--- src/sv/expression_tokenizer_defines.svh ---
// ----------------------------------------------------------------------------
// expression_tokenizer_defines
// Assertion macros shared by the tokenizer modules.
// ----------------------------------------------------------------------------
`ifndef EXPRESSION_TOKENIZER_DEFINES_SVH
`define EXPRESSION_TOKENIZER_DEFINES_SVH

`ifndef ASSERT_OFF

// property checked every cycle outside reset
`define EXPTOK_ASSERT(label, clk, rst, prop, msg) \
   label: assert property (@(posedge clk) disable iff (rst) prop) else $error(msg);

// consequent checked in the cycle after the antecedent
`define EXPTOK_ASSERT_NEXT(label, clk, rst, ante, cons, msg) \
   label: assert property (@(posedge clk) disable iff (rst) ante |=> cons) else $error(msg);

`else

`define EXPTOK_ASSERT(label, clk, rst, prop, msg)
`define EXPTOK_ASSERT_NEXT(label, clk, rst, ante, cons, msg)

`endif

`endif

--- src/sv/exptok_pkg.sv ---
// ----------------------------------------------------------------------------
// exptok_pkg
// Token kinds, character codes and token / queue entry types of the
// expression tokenizer.
// ----------------------------------------------------------------------------
package exptok_pkg;

   // result field widths
   localparam int NUMBER_OUT_W = 32;
   localparam int NAME_OUT_W   = 40;
   localparam int LEN_OUT_W    = 3;

   // queue between front and back
   localparam int QUEUE_DEPTH  = 2;
   localparam int QPTR_W       = 1;
   localparam int QCNT_W       = 2;

   typedef enum logic [2:0] {
      KIND_NUMBER   = 3'd0,
      KIND_VARIABLE = 3'd1,
      KIND_FUNCTION = 3'd2,
      KIND_OPERATOR = 3'd3,
      KIND_OPEN     = 3'd4,
      KIND_CLOSE    = 3'd5,
      KIND_MODULE   = 3'd6,
      KIND_ERROR    = 3'd7
   } kind_type;

   // operator priorities
   localparam logic [2:0] PRIO_NONE = 3'd0;
   localparam logic [2:0] PRIO_ADD  = 3'd1;
   localparam logic [2:0] PRIO_MUL  = 3'd2;
   localparam logic [2:0] PRIO_POW  = 3'd3;
   localparam logic [2:0] PRIO_FUNC = 3'd5;

   // character codes
   localparam logic [7:0] CHAR_ZERO       = "0";
   localparam logic [7:0] CHAR_NINE       = "9";
   localparam logic [7:0] CHAR_LOWER_A    = "a";
   localparam logic [7:0] CHAR_LOWER_Z    = "z";
   localparam logic [7:0] CHAR_UPPER_A    = "A";
   localparam logic [7:0] CHAR_UPPER_Z    = "Z";
   localparam logic [7:0] CHAR_UNDERSCORE = "_";
   localparam logic [7:0] CHAR_PLUS       = "+";
   localparam logic [7:0] CHAR_MINUS      = "-";
   localparam logic [7:0] CHAR_STAR       = "*";
   localparam logic [7:0] CHAR_SLASH      = "/";
   localparam logic [7:0] CHAR_CARET      = "^";
   localparam logic [7:0] CHAR_PAREN_L    = "(";
   localparam logic [7:0] CHAR_PAREN_R    = ")";
   localparam logic [7:0] CHAR_SQUARE_L   = "[";
   localparam logic [7:0] CHAR_SQUARE_R   = "]";
   localparam logic [7:0] CHAR_CURLY_L    = "{";
   localparam logic [7:0] CHAR_CURLY_R    = "}";
   localparam logic [7:0] CHAR_BAR        = "|";

   // function names, first character in the high byte
   localparam logic [23:0] NAME_SIN = "sin";
   localparam logic [23:0] NAME_COS = "cos";
   localparam logic [23:0] NAME_TG  = {"tg", 8'h00};

   typedef struct packed {
      kind_type                  kind;
      logic [NUMBER_OUT_W-1:0]   number_value;
      logic                      overflow;
      logic [NAME_OUT_W-1:0]     name_chars;
      logic [LEN_OUT_W-1:0]      name_length;
      logic [7:0]                symbol;
      logic [2:0]                priority_res;
   } tok_type;

   // one queue entry: the tokens caused by one character
   typedef struct packed {
      tok_type first_tok;
      tok_type second_tok;
      logic    two_tok;
      logic    expr_end;
   } entry_type;

   typedef struct packed {
      logic full;
      logic valid;
   } qstat_type;

endpackage

--- src/sv/expression_tokenizer.sv ---
// ----------------------------------------------------------------------------
// expression_tokenizer
// Streaming lexer for arithmetic expressions: characters in, tokens out.
// ----------------------------------------------------------------------------
// channel | dir | handshake            | payload
// req_    | in  | req_valid/req_ready  | char_code, end_of_expr
// rsp_    | out | rsp_valid/rsp_ready  | token_kind .. priority_res, run_last, expr_last
//
// A character is taken every cycle while the two-entry token queue has room.
// Each token takes one result transfer, so a character that makes two tokens
// takes two transfers on the result side; the output register sets that pace.
// First token of a character passes the queue slot, then the output register, to rsp_.
// Reset (synchronous) returns the lexer to the start of an expression and
// empties the queue. A stall on rsp_ready fills the queue, then drops req_ready.
// ----------------------------------------------------------------------------
module expression_tokenizer
   import exptok_pkg::*;
#(
   parameter int MAX_NAME_CHARS = 5,
   parameter int NUMBER_BITS    = 32
) (
   input  logic                    clock,
   input  logic                    reset,
   input  logic                    req_valid,
   output logic                    req_ready,
   input  logic [7:0]              req_char_code,
   input  logic                    req_end_of_expr,
   output logic                    rsp_valid,
   input  logic                    rsp_ready,
   output logic [2:0]              rsp_token_kind,
   output logic [NUMBER_OUT_W-1:0] rsp_number_value,
   output logic                    rsp_overflow,
   output logic [NAME_OUT_W-1:0]   rsp_name_chars,
   output logic [LEN_OUT_W-1:0]    rsp_name_length,
   output logic [7:0]              rsp_symbol,
   output logic [2:0]              rsp_priority_res,
   output logic                    rsp_run_last,
   output logic                    rsp_expr_last
);

   logic      req_accept;
   logic      push, pop;
   entry_type push_entry, head;
   qstat_type q_stat;
   tok_type   rsp_tok;

   // character transfer
   assign req_ready  = !q_stat.full;
   assign req_accept = req_valid && req_ready;

   exptok_front #(
      .MAX_NAME_CHARS (MAX_NAME_CHARS),
      .NUMBER_BITS    (NUMBER_BITS)
   ) u_front (
      .clock           (clock),
      .reset           (reset),
      .req_accept      (req_accept),
      .req_char_code   (req_char_code),
      .req_end_of_expr (req_end_of_expr),
      .push            (push),
      .push_entry      (push_entry)
   );

   exptok_queue u_queue (
      .clock      (clock),
      .reset      (reset),
      .push       (push),
      .push_entry (push_entry),
      .pop        (pop),
      .q_stat     (q_stat),
      .head       (head)
   );

   exptok_back u_back (
      .clock         (clock),
      .reset         (reset),
      .q_stat        (q_stat),
      .head          (head),
      .pop           (pop),
      .rsp_ready     (rsp_ready),
      .rsp_valid     (rsp_valid),
      .rsp_tok       (rsp_tok),
      .rsp_run_last  (rsp_run_last),
      .rsp_expr_last (rsp_expr_last)
   );

   // token fields onto the result ports
   assign rsp_token_kind   = rsp_tok.kind;
   assign rsp_number_value = rsp_tok.number_value;
   assign rsp_overflow     = rsp_tok.overflow;
   assign rsp_name_chars   = rsp_tok.name_chars;
   assign rsp_name_length  = rsp_tok.name_length;
   assign rsp_symbol       = rsp_tok.symbol;
   assign rsp_priority_res = rsp_tok.priority_res;

endmodule

--- src/sv/exptok_front.sv ---
// ----------------------------------------------------------------------------
// exptok_front
// Lexer front end: classifies each character, keeps the number and name
// scan state and forms the tokens that the character causes.
// ----------------------------------------------------------------------------
`include "expression_tokenizer_defines.svh"

module exptok_front
   import exptok_pkg::*;
#(
   parameter int MAX_NAME_CHARS = 5,
   parameter int NUMBER_BITS    = 32
) (
   input  logic       clock,
   input  logic       reset,
   input  logic       req_accept,
   input  logic [7:0] req_char_code,
   input  logic       req_end_of_expr,
   output logic       push,
   output entry_type  push_entry
);

   localparam int NAME_W = 8 * MAX_NAME_CHARS;
   localparam int CNT_W  = $clog2(MAX_NAME_CHARS + 1);
   localparam int NB     = NUMBER_BITS;

   typedef enum logic [1:0] {
      MODE_IDLE,
      MODE_NUMBER,
      MODE_NAME
   } mode_type;

   // pack up to three characters the way the name buffer holds them
   function automatic logic [NAME_W-1:0] pack_name(input logic [23:0] s, input int n);
      logic [NAME_W-1:0] v;
      v = '0;
      for (int i = 0; i < MAX_NAME_CHARS && i < 3; i++) begin
         if (i < n) v[NAME_W-1-8*i -: 8] = s[23-8*i -: 8];
      end
      return v;
   endfunction

   localparam logic [NAME_W-1:0] SIN_PACK = pack_name(NAME_SIN, 3);
   localparam logic [NAME_W-1:0] COS_PACK = pack_name(NAME_COS, 3);
   localparam logic [NAME_W-1:0] TG_PACK  = pack_name(NAME_TG, 2);

   function automatic tok_type number_tok(input logic [NB-1:0] acc, input logic ovf);
      tok_type t;
      logic [NB+NUMBER_OUT_W-1:0] wide;
      t = '0;
      wide = {{NUMBER_OUT_W{1'b0}}, acc};
      t.kind = KIND_NUMBER;
      t.number_value = wide[NUMBER_OUT_W-1:0];
      t.overflow = ovf;
      return t;
   endfunction

   function automatic tok_type name_tok(input logic [NAME_W-1:0] b,
                                        input logic [CNT_W-1:0] c,
                                        input logic too_long);
      tok_type t;
      logic [NAME_W+NAME_OUT_W-1:0] wide_name;
      logic [CNT_W+LEN_OUT_W-1:0]   wide_len;
      t = '0;
      wide_name = {{NAME_OUT_W{1'b0}}, b};
      wide_len = {{LEN_OUT_W{1'b0}}, c};
      t.name_chars = wide_name[NAME_OUT_W-1:0];
      t.name_length = wide_len[LEN_OUT_W-1:0];
      if (too_long) begin
         t.kind = KIND_ERROR;
      end else if ((c == CNT_W'(3) && (b == SIN_PACK || b == COS_PACK)) ||
                   (c == CNT_W'(2) && b == TG_PACK)) begin
         t.kind = KIND_FUNCTION;
         t.priority_res = PRIO_FUNC;
      end else begin
         t.kind = KIND_VARIABLE;
      end
      return t;
   endfunction

   function automatic tok_type single_tok(input logic [7:0] c);
      tok_type t;
      t = '0;
      t.symbol = c;
      case (c) inside
         CHAR_PLUS, CHAR_MINUS: begin
            t.kind = KIND_OPERATOR;
            t.priority_res = PRIO_ADD;
         end
         CHAR_STAR, CHAR_SLASH: begin
            t.kind = KIND_OPERATOR;
            t.priority_res = PRIO_MUL;
         end
         CHAR_CARET: begin
            t.kind = KIND_OPERATOR;
            t.priority_res = PRIO_POW;
         end
         CHAR_PAREN_L, CHAR_SQUARE_L, CHAR_CURLY_L: t.kind = KIND_OPEN;
         CHAR_PAREN_R, CHAR_SQUARE_R, CHAR_CURLY_R: t.kind = KIND_CLOSE;
         CHAR_BAR: t.kind = KIND_MODULE;
         default: t.kind = KIND_ERROR;
      endcase
      return t;
   endfunction

   mode_type           mode_ff, mode_in, mode_mid;
   logic [NB-1:0]      acc_ff, acc_step;
   logic               ovf_ff, ovf_step;
   logic [NAME_W-1:0]  buf_ff, buf_step, buf_base;
   logic [CNT_W-1:0]   cnt_ff, cnt_step, cnt_base;
   logic               long_ff, long_step, long_base;
   kind_type           prev_ff, prev_in;

   logic               is_digit, is_alpha;
   logic [NB-1:0]      num_base;
   logic               ovf_base;
   logic [NB+3:0]      num_prod;
   logic               num_sat;
   logic               hold_num, hold_name, handled;
   logic               flush_v, zero_v, single_v, end_v, any_tok;
   tok_type            flush_t, zero_t, single_t, end_t;

   // character classes
   assign is_digit = req_char_code inside {[CHAR_ZERO:CHAR_NINE]};
   assign is_alpha = (req_char_code inside {[CHAR_LOWER_A:CHAR_LOWER_Z]}) ||
                     (req_char_code inside {[CHAR_UPPER_A:CHAR_UPPER_Z]}) ||
                     (req_char_code == CHAR_UNDERSCORE);

   // number accumulate: acc * 10 + digit, saturating
   assign num_base = (mode_ff == MODE_NUMBER) ? acc_ff : '0;
   assign ovf_base = (mode_ff == MODE_NUMBER) ? ovf_ff : 1'b0;
   assign num_prod = ({4'b0, num_base} << 3) + ({4'b0, num_base} << 1) +
                     {{NB{1'b0}}, req_char_code[3:0]};
   assign num_sat  = |num_prod[NB+3:NB];
   assign acc_step = num_sat ? '1 : num_prod[NB-1:0];
   assign ovf_step = num_sat | ovf_base;

   // name append, extra characters only mark the name as too long
   assign buf_base  = (mode_ff == MODE_NAME) ? buf_ff : '0;
   assign cnt_base  = (mode_ff == MODE_NAME) ? cnt_ff : '0;
   assign long_base = (mode_ff == MODE_NAME) ? long_ff : 1'b0;

   always_comb begin
      buf_step  = buf_base;
      cnt_step  = cnt_base;
      long_step = long_base;
      if (cnt_base < CNT_W'(MAX_NAME_CHARS)) begin
         for (int i = 0; i < MAX_NAME_CHARS; i++) begin
            if (cnt_base == CNT_W'(i)) buf_step[NAME_W-1-8*i -: 8] = req_char_code;
         end
         cnt_step = cnt_base + 1'b1;
      end else begin
         long_step = 1'b1;
      end
   end

   // token candidates in emission order
   assign hold_num  = (mode_ff == MODE_NUMBER) && is_digit;
   assign hold_name = (mode_ff == MODE_NAME) && (is_digit || is_alpha);
   assign handled   = hold_num || hold_name;
   assign flush_v   = (mode_ff == MODE_NUMBER && !is_digit) ||
                      (mode_ff == MODE_NAME && !is_digit && !is_alpha);
   assign flush_t   = (mode_ff == MODE_NUMBER) ? number_tok(acc_ff, ovf_ff)
                                               : name_tok(buf_ff, cnt_ff, long_ff);

   always_comb begin
      if (handled) mode_mid = mode_ff;
      else if (is_digit) mode_mid = MODE_NUMBER;
      else if (is_alpha) mode_mid = MODE_NAME;
      else mode_mid = MODE_IDLE;
   end

   assign single_v = !handled && !is_digit && !is_alpha;
   assign single_t = single_tok(req_char_code);
   // a minus at the start, after an open bracket or after a module symbol
   assign zero_v   = single_v && !flush_v && (req_char_code == CHAR_MINUS) &&
                     (prev_ff == KIND_OPEN || prev_ff == KIND_MODULE);
   assign zero_t   = number_tok('0, 1'b0);
   assign end_v    = req_end_of_expr && (mode_mid != MODE_IDLE);
   assign end_t    = (mode_mid == MODE_NUMBER) ? number_tok(acc_step, ovf_step)
                                               : name_tok(buf_step, cnt_step, long_step);
   assign any_tok  = flush_v || zero_v || single_v || end_v;

   // pack the at most two tokens into one queue entry
   always_comb begin
      push_entry = '0;
      push_entry.expr_end = req_end_of_expr;
      if (flush_v) begin
         push_entry.first_tok  = flush_t;
         push_entry.second_tok = single_v ? single_t : end_t;
         push_entry.two_tok    = single_v || end_v;
      end else if (zero_v) begin
         push_entry.first_tok  = zero_t;
         push_entry.second_tok = single_t;
         push_entry.two_tok    = 1'b1;
      end else if (single_v) begin
         push_entry.first_tok  = single_t;
      end else begin
         push_entry.first_tok  = end_t;
      end
   end

   assign push = req_accept && any_tok;

   // next scan state
   always_comb begin
      mode_in = mode_ff;
      prev_in = prev_ff;
      if (req_accept) begin
         if (req_end_of_expr) begin
            mode_in = MODE_IDLE;
            prev_in = KIND_OPEN;
         end else begin
            mode_in = mode_mid;
            if (any_tok) begin
               prev_in = push_entry.two_tok ? push_entry.second_tok.kind
                                            : push_entry.first_tok.kind;
            end
         end
      end
   end

   // scan state registers
   always_ff @(posedge clock) begin
      if (reset) begin
         mode_ff <= MODE_IDLE;
         prev_ff <= KIND_OPEN;
      end else begin
         mode_ff <= mode_in;
         prev_ff <= prev_in;
      end
   end

   // accumulators, only read while their mode is active
   always_ff @(posedge clock) begin
      if (req_accept) begin
         acc_ff  <= acc_step;
         ovf_ff  <= ovf_step;
         buf_ff  <= buf_step;
         cnt_ff  <= cnt_step;
         long_ff <= long_step;
      end
   end

   `EXPTOK_ASSERT_NEXT(a_end_restarts, clock, reset, req_accept && req_end_of_expr, mode_ff == MODE_IDLE && prev_ff == KIND_OPEN, "scan state not restarted after final character")
   `EXPTOK_ASSERT(a_push_on_accept, clock, reset, push |-> req_accept, "token entry pushed without a character transfer")

endmodule

--- src/sv/exptok_queue.sv ---
// ----------------------------------------------------------------------------
// exptok_queue
// Two-entry queue of token entries between the front and back ends.
// ----------------------------------------------------------------------------
`include "expression_tokenizer_defines.svh"

module exptok_queue
   import exptok_pkg::*;
(
   input  logic      clock,
   input  logic      reset,
   input  logic      push,
   input  entry_type push_entry,
   input  logic      pop,
   output qstat_type q_stat,
   output entry_type head
);

   entry_type          slot_ff [QUEUE_DEPTH];
   logic [QPTR_W-1:0]  wr_ff, wr_in;
   logic [QPTR_W-1:0]  rd_ff, rd_in;
   logic [QCNT_W-1:0]  count_ff, count_in;

   assign q_stat.full  = (count_ff == QCNT_W'(QUEUE_DEPTH));
   assign q_stat.valid = (count_ff != '0);
   assign head         = slot_ff[rd_ff];

   // pointer and fill count update
   always_comb begin
      wr_in    = push ? wr_ff + 1'b1 : wr_ff;
      rd_in    = pop ? rd_ff + 1'b1 : rd_ff;
      count_in = count_ff;
      if (push && !pop) count_in = count_ff + 1'b1;
      else if (pop && !push) count_in = count_ff - 1'b1;
   end

   always_ff @(posedge clock) begin
      if (reset) begin
         wr_ff    <= '0;
         rd_ff    <= '0;
         count_ff <= '0;
      end else begin
         wr_ff    <= wr_in;
         rd_ff    <= rd_in;
         count_ff <= count_in;
      end
   end

   // entry storage
   always_ff @(posedge clock) begin
      if (push) slot_ff[wr_ff] <= push_entry;
   end

   `EXPTOK_ASSERT(a_no_push_full, clock, reset, push |-> !q_stat.full || pop, "push into full queue")
   `EXPTOK_ASSERT(a_no_pop_empty, clock, reset, pop |-> q_stat.valid, "pop from empty queue")

endmodule

--- src/sv/exptok_back.sv ---
// ----------------------------------------------------------------------------
// exptok_back
// Back end: walks the tokens of the head entry and drives the result
// output register, one token per transfer.
// ----------------------------------------------------------------------------
`include "expression_tokenizer_defines.svh"

module exptok_back
   import exptok_pkg::*;
(
   input  logic      clock,
   input  logic      reset,
   input  qstat_type q_stat,
   input  entry_type head,
   output logic      pop,
   input  logic      rsp_ready,
   output logic      rsp_valid,
   output tok_type   rsp_tok,
   output logic      rsp_run_last,
   output logic      rsp_expr_last
);

   logic    sel_ff, sel_in;
   logic    valid_ff, valid_in;
   tok_type tok_ff;
   logic    run_last_ff, expr_last_ff;
   logic    load, last;
   tok_type cur_tok;

   // output register takes a token when empty or being drained
   assign load    = q_stat.valid && (!valid_ff || rsp_ready);
   assign cur_tok = sel_ff ? head.second_tok : head.first_tok;
   assign last    = sel_ff || !head.two_tok;
   assign pop     = load && last;

   always_comb begin
      sel_in   = sel_ff;
      valid_in = valid_ff;
      if (load) begin
         sel_in   = !last;
         valid_in = 1'b1;
      end else if (rsp_ready) begin
         valid_in = 1'b0;
      end
   end

   always_ff @(posedge clock) begin
      if (reset) begin
         sel_ff   <= 1'b0;
         valid_ff <= 1'b0;
      end else begin
         sel_ff   <= sel_in;
         valid_ff <= valid_in;
      end
   end

   // result payload
   always_ff @(posedge clock) begin
      if (load) begin
         tok_ff       <= cur_tok;
         run_last_ff  <= last;
         expr_last_ff <= last && head.expr_end;
      end
   end

   assign rsp_valid     = valid_ff;
   assign rsp_tok       = tok_ff;
   assign rsp_run_last  = run_last_ff;
   assign rsp_expr_last = expr_last_ff;

   `EXPTOK_ASSERT(a_expr_last_marks_run, clock, reset, valid_ff |-> (run_last_ff || !expr_last_ff), "expression end flagged on a token that is not the last of its character")
   `EXPTOK_ASSERT(a_second_has_head, clock, reset, sel_ff |-> q_stat.valid, "second token pending with no head entry")

endmodule
--- config.mk ---
export PLATFORM = sky130hd
export DESIGN_NAME = expression_tokenizer
export DESIGN_NICKNAME = d
export VERILOG_FILES = /design/src/sv/exptok_pkg.sv /design/src/sv/expression_tokenizer.sv /design/src/sv/exptok_front.sv /design/src/sv/exptok_queue.sv /design/src/sv/exptok_back.sv
export VERILOG_INCLUDE_DIRS = /design/src /design/src/sv
export SDC_FILE = /design/constraint.sdc
export NUM_CORES = 1
export LEC_CHECK = 0
export BUFFER_PORTS_ARGS = -buffer_cell sky130_fd_sc_hd__buf_2
export CORE_MARGIN = 2
export CORE_UTILIZATION = 36
export DETAILED_ROUTE_END_ITERATION = 6
export SETUP_SLACK_MARGIN = 0.02
export SKIP_CTS_REPAIR_TIMING = 1
export SYNTH_ARGS = -nofsm -noshare
export SYNTH_HDL_FRONTEND = slang
export SYNTH_SLANG_ARGS = --single-unit
--- constraint.sdc ---
create_clock -name clock -period 36.8 [get_ports clock]
set_input_delay 7.36 -clock clock [delete_from_list [all_inputs] [get_ports clock]]
set_output_delay 7.36 -clock clock [all_outputs]
set_load 0.03 [all_outputs]
==> qor.txt, run 1 <==
==============================================================================
Run status ...................................................... finished clean
Final Cell Area ................................................. 0.02751 mm^2
Share of post-route cells with drive strength above 1 ...........       17.53%
Wire length per cell ............................................     20.34 um
CP endpoint kind ................................................     register
Fraction of the yosys area taken by sequential cells ............       67.76%
Clock latency on the worst-skew pair ............................       620 ps
Remaining global-route overflow .................................            0
Post-synthesis average cell area ................................   15.20 um^2
DP Area ......................................................... 0.02575 mm^2
DIE WIDTH .......................................................     261.9 um
MaxCap Viol Count ...............................................            0
Number of antenna diodes ........................................            0
Inst Count DP ...................................................         2569
Wire length of the first global-routing pass ....................     84280 um
Num ports .......................................................          107
Number of storage elements in the synthesis netlist .............          544
WP data arrival .................................................     12200 ps
Post-Synthesis Cell Area ........................................ 0.02395 mm^2
Number of buffers inserted during clock tree synthesis ..........           57
Via count of the first global-routing pass ......................        14200
Setup Crit Path Kind ............................................ input pin to register
Count of distinct cell types in the synthesized netlist .........           72
Data required time of the critical path .........................     37020 ps
Final hold violations ...........................................            0
Aggregate negative setup slack ..................................         0 ps
Series of cell instances along the critical path ................ buf_2, or4_1, o22a_1, a31oi_1, and2_1, nor2_1, a21oi_1, and2_4, buf_4
Post-synthesis to final-layout area growth ......................       14.87%
Cell accounting for the most synthesized area ...................     edfxtp_1
Hold slack ......................................................     487.8 ps
Clock tree from TritonCTS .......................................         done
Maximum achievable frequency ....................................    83.46 MHz
Remaining routing DRC violations ................................            0
Async set-reset flop share out of synthesis .....................           0%
Critical Path Slowest Stage Cell ................................        buf_4
Synth top area share ............................................       66.84%
Initial antenna violation count .................................            2
Gp weighted congestion ..........................................       0.8986
Worst-Margin Slew ...............................................      1292 ps
Synthesized instance count ......................................         1575
Worst Hold Class ................................................ register to register
Number of detailed-routing iterations run before antenna repair .            5
IO buf count ....................................................          106
HPWL Detailed ...................................................     35500 um
Sort of element at the start of the critical path ...............    input pin
Total via count in the routed design ............................        14000
Unrepaired setup endpoints after global routing .................           no
Max H-tree Level ................................................            2
Reported leakage power ..........................................     10.01 nW
Warning count from the yosys run ................................            0
Top cells by area in the synthesized netlist .................... edfxtp_1, mux4_2, ha_1
Area of the core region ......................................... 0.06586 mm^2
Maximum count of clock buffers along a single path ..............            3
Worst-path fanout max ...........................................           79
Final setup violation count .....................................            0
Non-Filler Instances ............................................         2672
Maximum single-stage delay on the critical path .................       920 ps
Clock period minus final worst setup slack ......................     11980 ps
Cell Rows .......................................................           94
Number of DRC markers in iteration 0 ............................         1159
Largest clock skew in the final design ..........................     21.37 ps
Number of clock sinks ...........................................          544
Total wirelength of the detailed-routed design ..................     54360 um
Slew Limit Headroom .............................................       13.86%
Power per Cell Area ............................................. 70.19 mW/mm^2
Initial standard-cell utilization of the core ...................       36.36%
Height of the chip ..............................................     261.9 um
Die outline area ................................................ 0.06859 mm^2
Total GRT Usage .................................................       16.02%
Synth Flop Type .................................................     edfxtp_1
Root Buffer Master ..............................................    clkbuf_16
ANT nets after route ............................................            0
Final Net Count .................................................         1847
Fraction of the cycle the final worst path needs ................       32.56%
Via density .....................................................        5.239
Clock slew at reported path FFs .................................        60 ps
Post-synth EDFFs ................................................          533
Peak ir drop on the vdd network .................................     39.51 uV
Maximum number of pins on one net before global-route repair ....          183
Total count of max-transition violations in the final report ....            0
==============================================================================
[flip-flops by register name, indices dropped and copies added (netlist names), 2 cells and up, named ones only]
name	cells
u_queue.count_ff	2
u_queue.slot_ff	364
u_back.rsp_tok	90
u_front.prev_ff	2
u_front.acc_ff	32
u_front.mode_ff	2
u_front.buf_ff	40
u_front.cnt_ff	3
[synthesized netlist by cell type (4+ instances only)]
cell type	n
edfxtp_1	533
nand2_1	134
mux4_2	90
nor2_1	79
o21ai_0	74
ha_1	69
clkbuf_1	65
inv_1	51
a21oi_1	48
and2_1	42
and3_1	38
a22o_1	24
nand3_1	24
o211ai_1	22
a31oi_1	21
a22oi_1	19
xnor2_1	18
nand2b_1	16
buf_1	15
nor4_1	15
xor2_1	15
nand4_1	12
a21o_1	11
dfxtp_1	11
o22ai_1	10
o21a_1	9
or4_1	9
nor3_1	8
a211oi_1	7
mux2i_1	7
nor2b_1	7
o21bai_1	6
and4_1	5
or3_1	5
nand3b_1	4
nand4b_1	4
nor3b_1	4
[cells in the final DEF (no fill, tap or decap), types with 5 or more instances in the layout]
cell       synthesis  routed
ha_1              69      69
inv_1             51      50
nor4_1            15      15
nand3_1           24      24
nor2_1            79      77
nand2_1          134     134
and4_1             5       5
nor3_1             8       8
a22o_1            24      24
o21a_1             9       8
xnor2_1           18      18
o21bai_1           6       6
and2_1            42      41
o21ai_0           74      74
nand2b_1          16      16
buf_4              0      15
clkbuf_16          0      58
mux2i_1            7       7
a22oi_1           19      19
clkinv_2           0      14
a31oi_1           21      21
o22ai_1           10      10
a211oi_1           7       7
edfxtp_1         533     533
and3_1            38      38
nand4_1           12      12
a21oi_1           48      48
dfxtp_1           11       9
clkbuf_1          65       9
clkinv_1           0      12
xor2_1            15      15
buf_2              2     106
mux4_2            90      90
o211ai_1          22      22
a21o_1            11      11
or4_1              9       9
or3_1              5       5
conb_1             1      92
[cells by family (layout without fill, tap and decap cells)]
logic type / Yosys count / in the layout / synth area share (%)
buffers and inverters: 134 / 276 / 2.142
AO/OA/AOI/OAI: 279 / 279 / 7.624
adder cells (fa/ha/maj): 70 / 70 / 3.689
flip-flops: 544 / 544 / 67.76
other: 1 / 92 / 0.01566
multiplexers: 98 / 98 / 8.804
XOR/XNOR: 33 / 33 / 1.207
AND/OR/NAND/NOR: 416 / 416 / 8.757
[worst max-delay path, delay by kind of cell]
kind	cells	cell delay, ps
AOI/OAI and AO/OA	3	1500
and+or+nand+nor	4	2060
buffers and inverters	2	1190
[layer usage]
layer | part of all wire, % | GRT usage (%) | up-vias | routed length (um)
met5 | 0.052 | 0 | - | 28
met4 | 2.3 | 4.708 | 4 | 1224
met3 | 4.5 | 2.305 | 88 | 2455
met2 | 51 | 27.57 | 351 | 27480
met1 | 43 | 21.12 | 7088 | 23170
li1 | - | - | 6467 | -
[through the flow]
| step | power (mW) | setup slack [ps] | util, % |
|---|---|---|---|
| 2_1_floorplan | 1.271 | 18800 | - |
| 3_3_place_gp | 1.408 | 24320 | 39.10 |
| 3_5_place_dp | 1.415 | 24200 | 39.10 |
| 4_1_cts | 1.963 | 24820 | 41.76 |
| 5_1_grt | 2.027 | 24390 | 41.76 |
| 6_report | 1.931 | 24820 | 41.76 |
[report_power, final]
group | internal, mW | switching (mW)
Sequential | 0.873 | 0.0517
Clock | 0.308 | 0.235
Combinational | 0.148 | 0.314
Total | 1.33 | 0.601
[final timing paths]
kind                              startpoint                                end  slack (ps)  depth (start not counted)
max reg2reg  u_front.mode_ff[0]$_SDFFE_PP0P_  u_queue.slot_ff[1][155]$_DFFE_PP_       31130                         17
min reg2reg  u_front.prev_ff[0]$_SDFFE_PP0P_    u_front.prev_ff[0]$_SDFFE_PP0P_         490                          1
max                         req_char_code[1]  u_queue.slot_ff[1][106]$_DFFE_PP_       24820                          9
min          u_front.prev_ff[0]$_SDFFE_PP0P_    u_front.prev_ff[0]$_SDFFE_PP0P_         490                          1
[final cells by class]
cell class                 count  area (um^2)
clock buffer                  67         1485
clock inverter                36        270.3
fill                        6055        38360
inverter                      51        191.4
multi-input combinational    988         7581
sequential                   544        16230
tap                          864         1081
timing repair buffer         122        663.1
(Power assumes the default switching activity.)
==> inputs of run 2 (changes only) <==
Clock period 36.8 ns to 10.6 ns, I/O delays scaled along.
==> run 2 against run 1 <==
  * Clock power rose to 3.6 times the previous value
  * Combinational power grew to 3.5 times the previous value
  * Clock skew grew 7.0 ps
  * Register-to-register slack worse by 26000 ps
  * Sequential power increased to 3.5 times the previous value
  * Utilization grew 0.18 points
  * Worst hold slack gained 6.7 ps
==> qor.txt, run 2 (same netlist as run 1, synthesis figures left out) <==
=====================================================================================
WP data arrival ........................................................      7300 ps   was 12200 ps
Fraction of the cycle the final worst path needs .......................       66.65%
Met3 track utilization from global routing .............................       2.604%   was 2.305%
Most frequent standard cell in the layout excluding fill and tap cells .     edfxtp_1   unchanged
CP endpoint kind .......................................................     register   unchanged
Remaining global-route overflow ........................................            0   unchanged
Worst Hold Class ....................................................... register to register   unchanged
Via density ............................................................        5.261   was 5.239
Number of clock sinks ..................................................          544   unchanged
Clock slew at reported path FFs ........................................        60 ps   about the same
Reported leakage power .................................................     10.04 nW   was 10.01 nW
Final Net Count ........................................................         1847   unchanged
DIE WIDTH ..............................................................     261.9 um   unchanged
Series of cell instances along the critical path ....................... buf_2, or4_1, o22a_1, a31oi_1, and2_1, nor2_1, a21oi_1, nor2b_4, buf_4   was buf_2, or4_1, o22a_1, a31oi_1, and2_1, nor2_1, a21oi_1, and2_4, buf_4
Clock latency on the worst-skew pair ...................................       630 ps   was 620 ps
Max reg flops ..........................................................          364   unchanged
IO buf count ...........................................................          106   unchanged
Clock tree from TritonCTS ..............................................         done   unchanged
Final cell utilization of the core .....................................       41.95%   was 41.76%
Largest clock skew in the final design .................................     28.37 ps   was 21.37 ps
Post-synthesis to final-layout area growth .............................       15.37%   was 14.87%
Peak ir drop on the vdd network ........................................     115.7 uV   was 39.51 uV
Total via count in the routed design ...................................        14070   was 14000
Number of DRC markers in iteration 0 ...................................         1343   was 1159
Switching power share of the total .....................................       31.18%   was 31.13%
Worst-path fanout max ..................................................           66   was 79
Die outline area ....................................................... 0.06859 mm^2   unchanged
HPWL Detailed ..........................................................     36150 um   was 35500 um
Routing usage on met1 ..................................................       21.31%   was 21.12%
Top Usage Layer GRT ....................................................         met2   unchanged
Remaining routing DRC violations .......................................            0   unchanged
Gp weighted congestion .................................................       0.8754   was 0.8986
Cell Rows ..............................................................           94   unchanged
Part of the total power dissipated in sequential elements ..............        47.1%   was 47.9%
Run status ............................................................. finished clean   unchanged
Share of power burned in the clock network .............................        29.1%   was 28.1%
Cell internal power dissipation ........................................     4.680 mW   was 1.330 mW
Net switching power ....................................................     2.120 mW   was 0.6010 mW
Share of post-route cells with drive strength above 1 ..................       17.79%   was 17.53%
Data required time of the critical path ................................     10840 ps   was 37020 ps
Power per Cell Area .................................................... 246.1 mW/mm^2   was 70.19 mW/mm^2
Number of buffers inserted during clock tree synthesis .................           57   unchanged
Setup Crit Path Kind ................................................... input pin to register   unchanged
Maximum count of clock buffers along a single path .....................            3   unchanged
Gate power share .......................................................        23.8%   was 23.9%
Final setup violation count ............................................            0   unchanged
Num ports ..............................................................          107   unchanged
Wire length of the first global-routing pass ...........................     85460 um   was 84280 um
Final hold violations ..................................................            0   unchanged
Total wirelength of the detailed-routed design .........................     55520 um   was 54360 um
Global routing usage on met2 ...........................................       28.02%   was 27.57%
Wire length per cell ...................................................     20.75 um   was 20.34 um
Area of the core region ................................................ 0.06586 mm^2   unchanged
Height of the chip .....................................................     261.9 um   unchanged
ANT nets after route ...................................................            0   unchanged
Maximum single-stage delay on the critical path ........................       940 ps   was 920 ps
Total GRT Usage ........................................................       16.28%   was 16.02%
Initial antenna violation count ........................................            3   was 2
Maximum achievable frequency ...........................................    141.6 MHz
MaxCap Viol Count ......................................................            0   unchanged
Clock period minus final worst setup slack .............................      7065 ps
Maximum number of pins on one net before global-route repair ...........          105   was 183
Sort of element at the start of the critical path ......................    input pin   unchanged
Initial standard-cell utilization of the core ..........................       36.36%   unchanged
Root Buffer Master .....................................................    clkbuf_16   unchanged
Total count of max-transition violations in the final report ...........            0   unchanged
Aggregate negative setup slack .........................................         0 ps   unchanged
Critical Path Slowest Stage Cell .......................................      nor2b_4   was buf_4
Slew Limit Headroom ....................................................       20.91%   was 13.86%
Worst-Margin Slew ......................................................      1186 ps   was 1292 ps
Unrepaired setup endpoints after global routing ........................           no   unchanged
Via count of the first global-routing pass .............................        14290   was 14200
Top library cells by usage in the layout, fill and taps aside .......... edfxtp_1, nand2_1, buf_2, conb_1, mux4_2   unchanged
Number of detailed-routing iterations run before antenna repair ........            5   unchanged
Largest Register ....................................................... u_queue.slot_ff   unchanged
Max H-tree Level .......................................................            2   unchanged
=====================================================================================
## run 2: cell types whose count changed in the layout (fill, tap and decap cells not counted)
cell        change
clkbuf_16       -1
o21ai_1         -1
bufinv_16       +1
clkinv_16       +1
clkinv_1        -5
clkinvlp_4      +2
clkinv_2        -6
clkbuf_1        +3
o21ai_2         +1
clkbuf_8        +6
diode_2         +1
inv_16          +1
## run 2: layer usage
metal | part of all wire, % | vias up
met3 | 5.5 | 86
li1 | - | 6469
met4 | 2.2 | 4
met5 | 0.058 | -
met2 | 50 | 388
met1 | 42 | 7127
## run 2: path summary, 6_finish.rpt
kind         slack [ps]  depth (start not counted)                                end                            start
min                 490                          1    u_front.prev_ff[0]$_SDFFE_PP0P_  u_front.prev_ff[0]$_SDFFE_PP0P_
min reg2reg         490                          1    u_front.prev_ff[0]$_SDFFE_PP0P_  u_front.prev_ff[0]$_SDFFE_PP0P_
max reg2reg        5150                         16  u_queue.slot_ff[1][164]$_DFFE_PP_  u_front.mode_ff[0]$_SDFFE_PP0P_
max                3540                          9  u_queue.slot_ff[0][167]$_DFFE_PP_                 req_char_code[1]
## run 2: final cells by class
cell class / count / area (um^2)
well taps: 864 / 1081
flip-flops and latches: 544 / 16230
multi-input cells: 988 / 7585
fillers: 6031 / 38240
repair buffers: 122 / 663.1
clock buffers: 75 / 1554
inverters: 51 / 191.4
clock inverters: 30 / 316.6
diodes: 1 / 2.502
## run 2: power groups by stage
stage                     sequential (mW)  combinational [mW]  clock, mW
after floorplan                      3.61               0.782          0
after global placement               3.24                1.64          0
after detailed placement             3.26                1.66          0
after CTS                            3.22                1.66       2.04
after global routing                 3.26                1.75       2.11
final                                3.20                1.62       1.98
## run 2: per-stage QoR
step / setup WS [ps] / std cells / hold slack (ps) / area [um^2] / power [mW]
after floorplan: 1345 / 1666 / 440.8 / 24290 / 4.394
after global placement: 3081 / 2569 / 464.6 / 25750 / 4.884
after detailed placement: 2970 / 2569 / 472.6 / 25750 / 4.912
after CTS: 3623 / 2674 / 492.0 / 27620 / 6.916
after global routing: 3222 / 2674 / 514.6 / 27620 / 7.122
final: 3535 / 2675 / 494.5 / 27630 / 6.799
## run 2: worst max-delay path, delay by kind of cell
family,cells,cell delay [ps]
buffers and inverters,2,1140
AO/OA/AOI/OAI,3,1580
AND/OR/NAND/NOR,4,2360
==> inputs of run 3 (changes only) <==
Clock period 10.6 ns to 6.1 ns, I/O delays scaled along.
==> run 3 against run 2 <==
  * Count of clock-buffer cells in the layout is the same
  * Setup slack lost 2900 ps
  * First-iteration DRC count shrank 6.8%
  * Worst hold slack gained 5.9 ps
  * Largest power group unchanged
==> qor.txt, run 3 (same netlist as run 1, synthesis figures left out) <==
=====================================================================================
Largest Register ....................................................... u_queue.slot_ff   unchanged
Reg2Reg Depth ..........................................................           17   was 16
DP Area ................................................................ 0.02598 mm^2   was 0.02575 mm^2
Series of cell instances along the critical path ....................... nor2b_2, buf_4, and2_1, ha_1, ha_1, inv_1, fa_1, nand2b_1, a21oi_1, o211ai_1, a2111oi_0, o31a_1, a31oi_1, mux2i_1, o21ai_1, buf_4, o211ai_1   was buf_2, or4_1, o22a_1, a31oi_1, and2_1, nor2_1, a21oi_1, nor2b_4, buf_4
Maximum number of pins on one net before global-route repair ...........          105   unchanged
Reported leakage power .................................................     10.21 nW   was 10.04 nW
Die outline area ....................................................... 0.06859 mm^2   unchanged
Via count of the first global-routing pass .............................        14400   was 14290
Share of post-route cells with drive strength above 1 ..................       18.90%   was 17.79%
Root Buffer Master .....................................................    clkbuf_16   unchanged
Total wirelength of the detailed-routed design .........................     55710 um   was 55520 um
Area of the core region ................................................ 0.06586 mm^2   unchanged
Switching power share of the total .....................................       30.43%   was 31.18%
CP bufs+invs ...........................................................            3   was 2
Cell Rows ..............................................................           94   unchanged
Num ports ..............................................................          107   unchanged
Remaining routing DRC violations .......................................            0   unchanged
Clock period minus final worst setup slack .............................      5507 ps
Remaining global-route overflow ........................................            0   unchanged
Slew Limit Headroom ....................................................       34.15%   was 20.91%
Clock slew at reported path FFs ........................................        60 ps   about the same
End point of the most critical hold path ............................... u_front.prev_ff[0]$_SDFFE_PP0P_   unchanged
Number of fill cells ...................................................         5978   was 6031
Final setup violation count ............................................            0   unchanged
Inst Count DP ..........................................................         2585   was 2569
MaxCap Viol Count ......................................................            0   unchanged
R2R Path End ........................................................... u_queue.slot_ff[0][157]$_DFFE_PP_   was u_queue.slot_ff[1][164]$_DFFE_PP_
Total count of max-transition violations in the final report ...........            0   unchanged
Worst-case register-to-register setup slack ............................       590 ps   was 5150 ps
Number of buffers inserted during clock tree synthesis .................           56   was 57
Net switching power ....................................................     3.666 mW   was 2.120 mW
Wire length of the first global-routing pass ...........................     85440 um   was 85460 um
Worst Hold Class ....................................................... register to register   unchanged
DIE WIDTH ..............................................................     261.9 um   unchanged
Setup Crit Path Kind ................................................... register to register   was input pin to register
Unrepaired setup endpoints after global routing ........................           no   unchanged
Worst-Margin Slew ......................................................     984.1 ps   was 1186 ps
Part of the total power dissipated in sequential elements ..............        46.1%   was 47.1%
Number of clock sinks ..................................................          544   unchanged
Gp weighted congestion .................................................       0.8794   was 0.8754
Final Cell Area ........................................................ 0.02795 mm^2   was 0.02763 mm^2
Number of DRC markers in iteration 0 ...................................         1252   was 1343
Max H-tree Level .......................................................            2   unchanged
Data required time of the critical path ................................      6400 ps   was 10840 ps
Number of detailed-routing iterations run before antenna repair ........            7   was 5
CP endpoint kind .......................................................     register   unchanged
Most frequent standard cell in the layout excluding fill and tap cells .     edfxtp_1   unchanged
Final Net Count ........................................................         1862   was 1847
Initial antenna violation count ........................................            4   was 3
Sort of element at the start of the critical path ......................     register   was input pin
Worst-path fanout max ..................................................           21   was 66
Worst hold stages ......................................................            1   unchanged
Fraction of the cycle the final worst path needs .......................       90.28%
Top library cells by usage in the layout, fill and taps aside .......... edfxtp_1, nand2_1, buf_2, conb_1, mux4_2   unchanged
Total via count in the routed design ...................................        14240   was 14070
Post-synthesis to final-layout area growth .............................       16.72%   was 15.37%
Peak ir drop on the vdd network ........................................     269.9 uV   was 115.7 uV
Clock tree from TritonCTS ..............................................         done   unchanged
Top cell family by delay on the critical path .......................... compound AO/OA/AOI/OAI gates   was simple AND/OR/NAND/NOR gates
Wire length per cell ...................................................     20.71 um   was 20.75 um
Power per Cell Area .................................................... 431.1 mW/mm^2   was 246.1 mW/mm^2
Aggregate negative setup slack .........................................         0 ps   unchanged
WP data arrival ........................................................      5810 ps   was 7300 ps
HPWL Detailed ..........................................................     36410 um   was 36150 um
Maximum single-stage delay on the critical path ........................       720 ps   was 940 ps
Initial standard-cell utilization of the core ..........................       36.36%   unchanged
RR Startpoint .......................................................... u_front.mode_ff[0]$_SDFFE_PP0P_   unchanged
Final hold violations ..................................................            0   unchanged
Height of the chip .....................................................     261.9 um   unchanged
IO buf count ...........................................................          106   unchanged
Via density ............................................................        5.292   was 5.261
Gate power share .......................................................        24.0%   was 23.8%
Final cell utilization of the core .....................................       42.44%   was 41.95%
Largest clock skew in the final design .................................     23.41 ps   was 28.37 ps
Max reg flops ..........................................................          364   unchanged
Clock latency on the worst-skew pair ...................................       610 ps   was 630 ps
Critical Path Slowest Stage Cell .......................................    a2111oi_0   was nor2b_4
Total GRT Usage ........................................................       16.28%   about the same
Setup Slack @ Placement ................................................     502.0 ps   was 2970 ps
Worst hold start ....................................................... u_front.prev_ff[0]$_SDFFE_PP0P_   unchanged
Maximum count of clock buffers along a single path .....................            3   unchanged
ANT nets after route ...................................................            0   unchanged
Cell internal power dissipation ........................................     8.383 mW   was 4.680 mW
Run status ............................................................. finished clean   unchanged
Worst-case setup margin in the final layout ............................     593.1 ps   was 3535 ps
Share of power burned in the clock network .............................        29.9%   was 29.1%
Maximum achievable frequency ...........................................    181.6 MHz
Non-Filler Instances ...................................................         2690   was 2675
=====================================================================================
run 3: worst max-delay path by stage:
stage	endpoint	slack (ps)	cells past startpoint	startpoint
2_1_floorplan	u_queue.slot_ff[0][0]$_DFFE_PP_	20	9	req_char_code[2]
3_3_place_gp	u_queue.slot_ff[0][157]$_DFFE_PP_	680	15	req_char_code[2]
3_5_place_dp	u_queue.slot_ff[1][160]$_DFFE_PP_	500	15	req_char_code[2]
4_1_cts	u_queue.slot_ff[0][157]$_DFFE_PP_	640	17	u_front.mode_ff[0]$_SDFFE_PP0P_
5_1_grt	u_queue.slot_ff[0][160]$_DFFE_PP_	230	17	u_front.mode_ff[0]$_SDFFE_PP0P_
6_report	u_queue.slot_ff[0][157]$_DFFE_PP_	590	17	u_front.mode_ff[0]$_SDFFE_PP0P_
run 3: layout make-up:
class	instances	area [um^2]	share of cell area, %
clock inverter	29	390.4	1.397
sequential	544	16230	58.08
antenna	1	2.502	0.008953
inverter	51	191.4	0.6849
multi-input combinational	988	7595	27.17
clock buffer	75	1573	5.627
timing repair buffer	138	883.3	3.161
tap	864	1081	3.868
run 3: power groups by stage:
stage          registers, mW  clock network [mW]  logic [mW]
2_1_floorplan           6.24                   0        1.36
3_3_place_gp            5.63                   0        2.91
3_5_place_dp            5.65                   0        2.94
4_1_cts                 5.58                3.70        2.95
5_1_grt                 5.66                3.84        3.12
6_report                5.56                3.60        2.89
run 3: metal layers:
metal | share of wire (%) | vias up | track usage (%)
met2 | 50 | 460 | 27.85
met5 | 0.038 | - | 0
li1 | - | 6503 | -
met4 | 2.3 | 4 | 4.630
met1 | 42 | 7184 | 21.67
met3 | 5.9 | 85 | 2.344
run 3: worst register-to-register path: cells and delay by family, from the launching register on:
kind / cells / cell delay, ps
AOI/OAI and AO/OA: 7 / 2450
muxes: 1 / 150
adders and majority gates: 3 / 750
buffers and inverters: 3 / 710
DFF: 1 / 400
and+or+nand+nor: 3 / 750
run 3: stage by stage:
stage                     power (mW)  hold slack (ps)
after global placement         8.542            457.1
after detailed placement       8.593            472.4
after global routing           12.62            507.5
after floorplan                7.604            440.8
after CTS                      12.24            488.4
final                          12.05            500.4
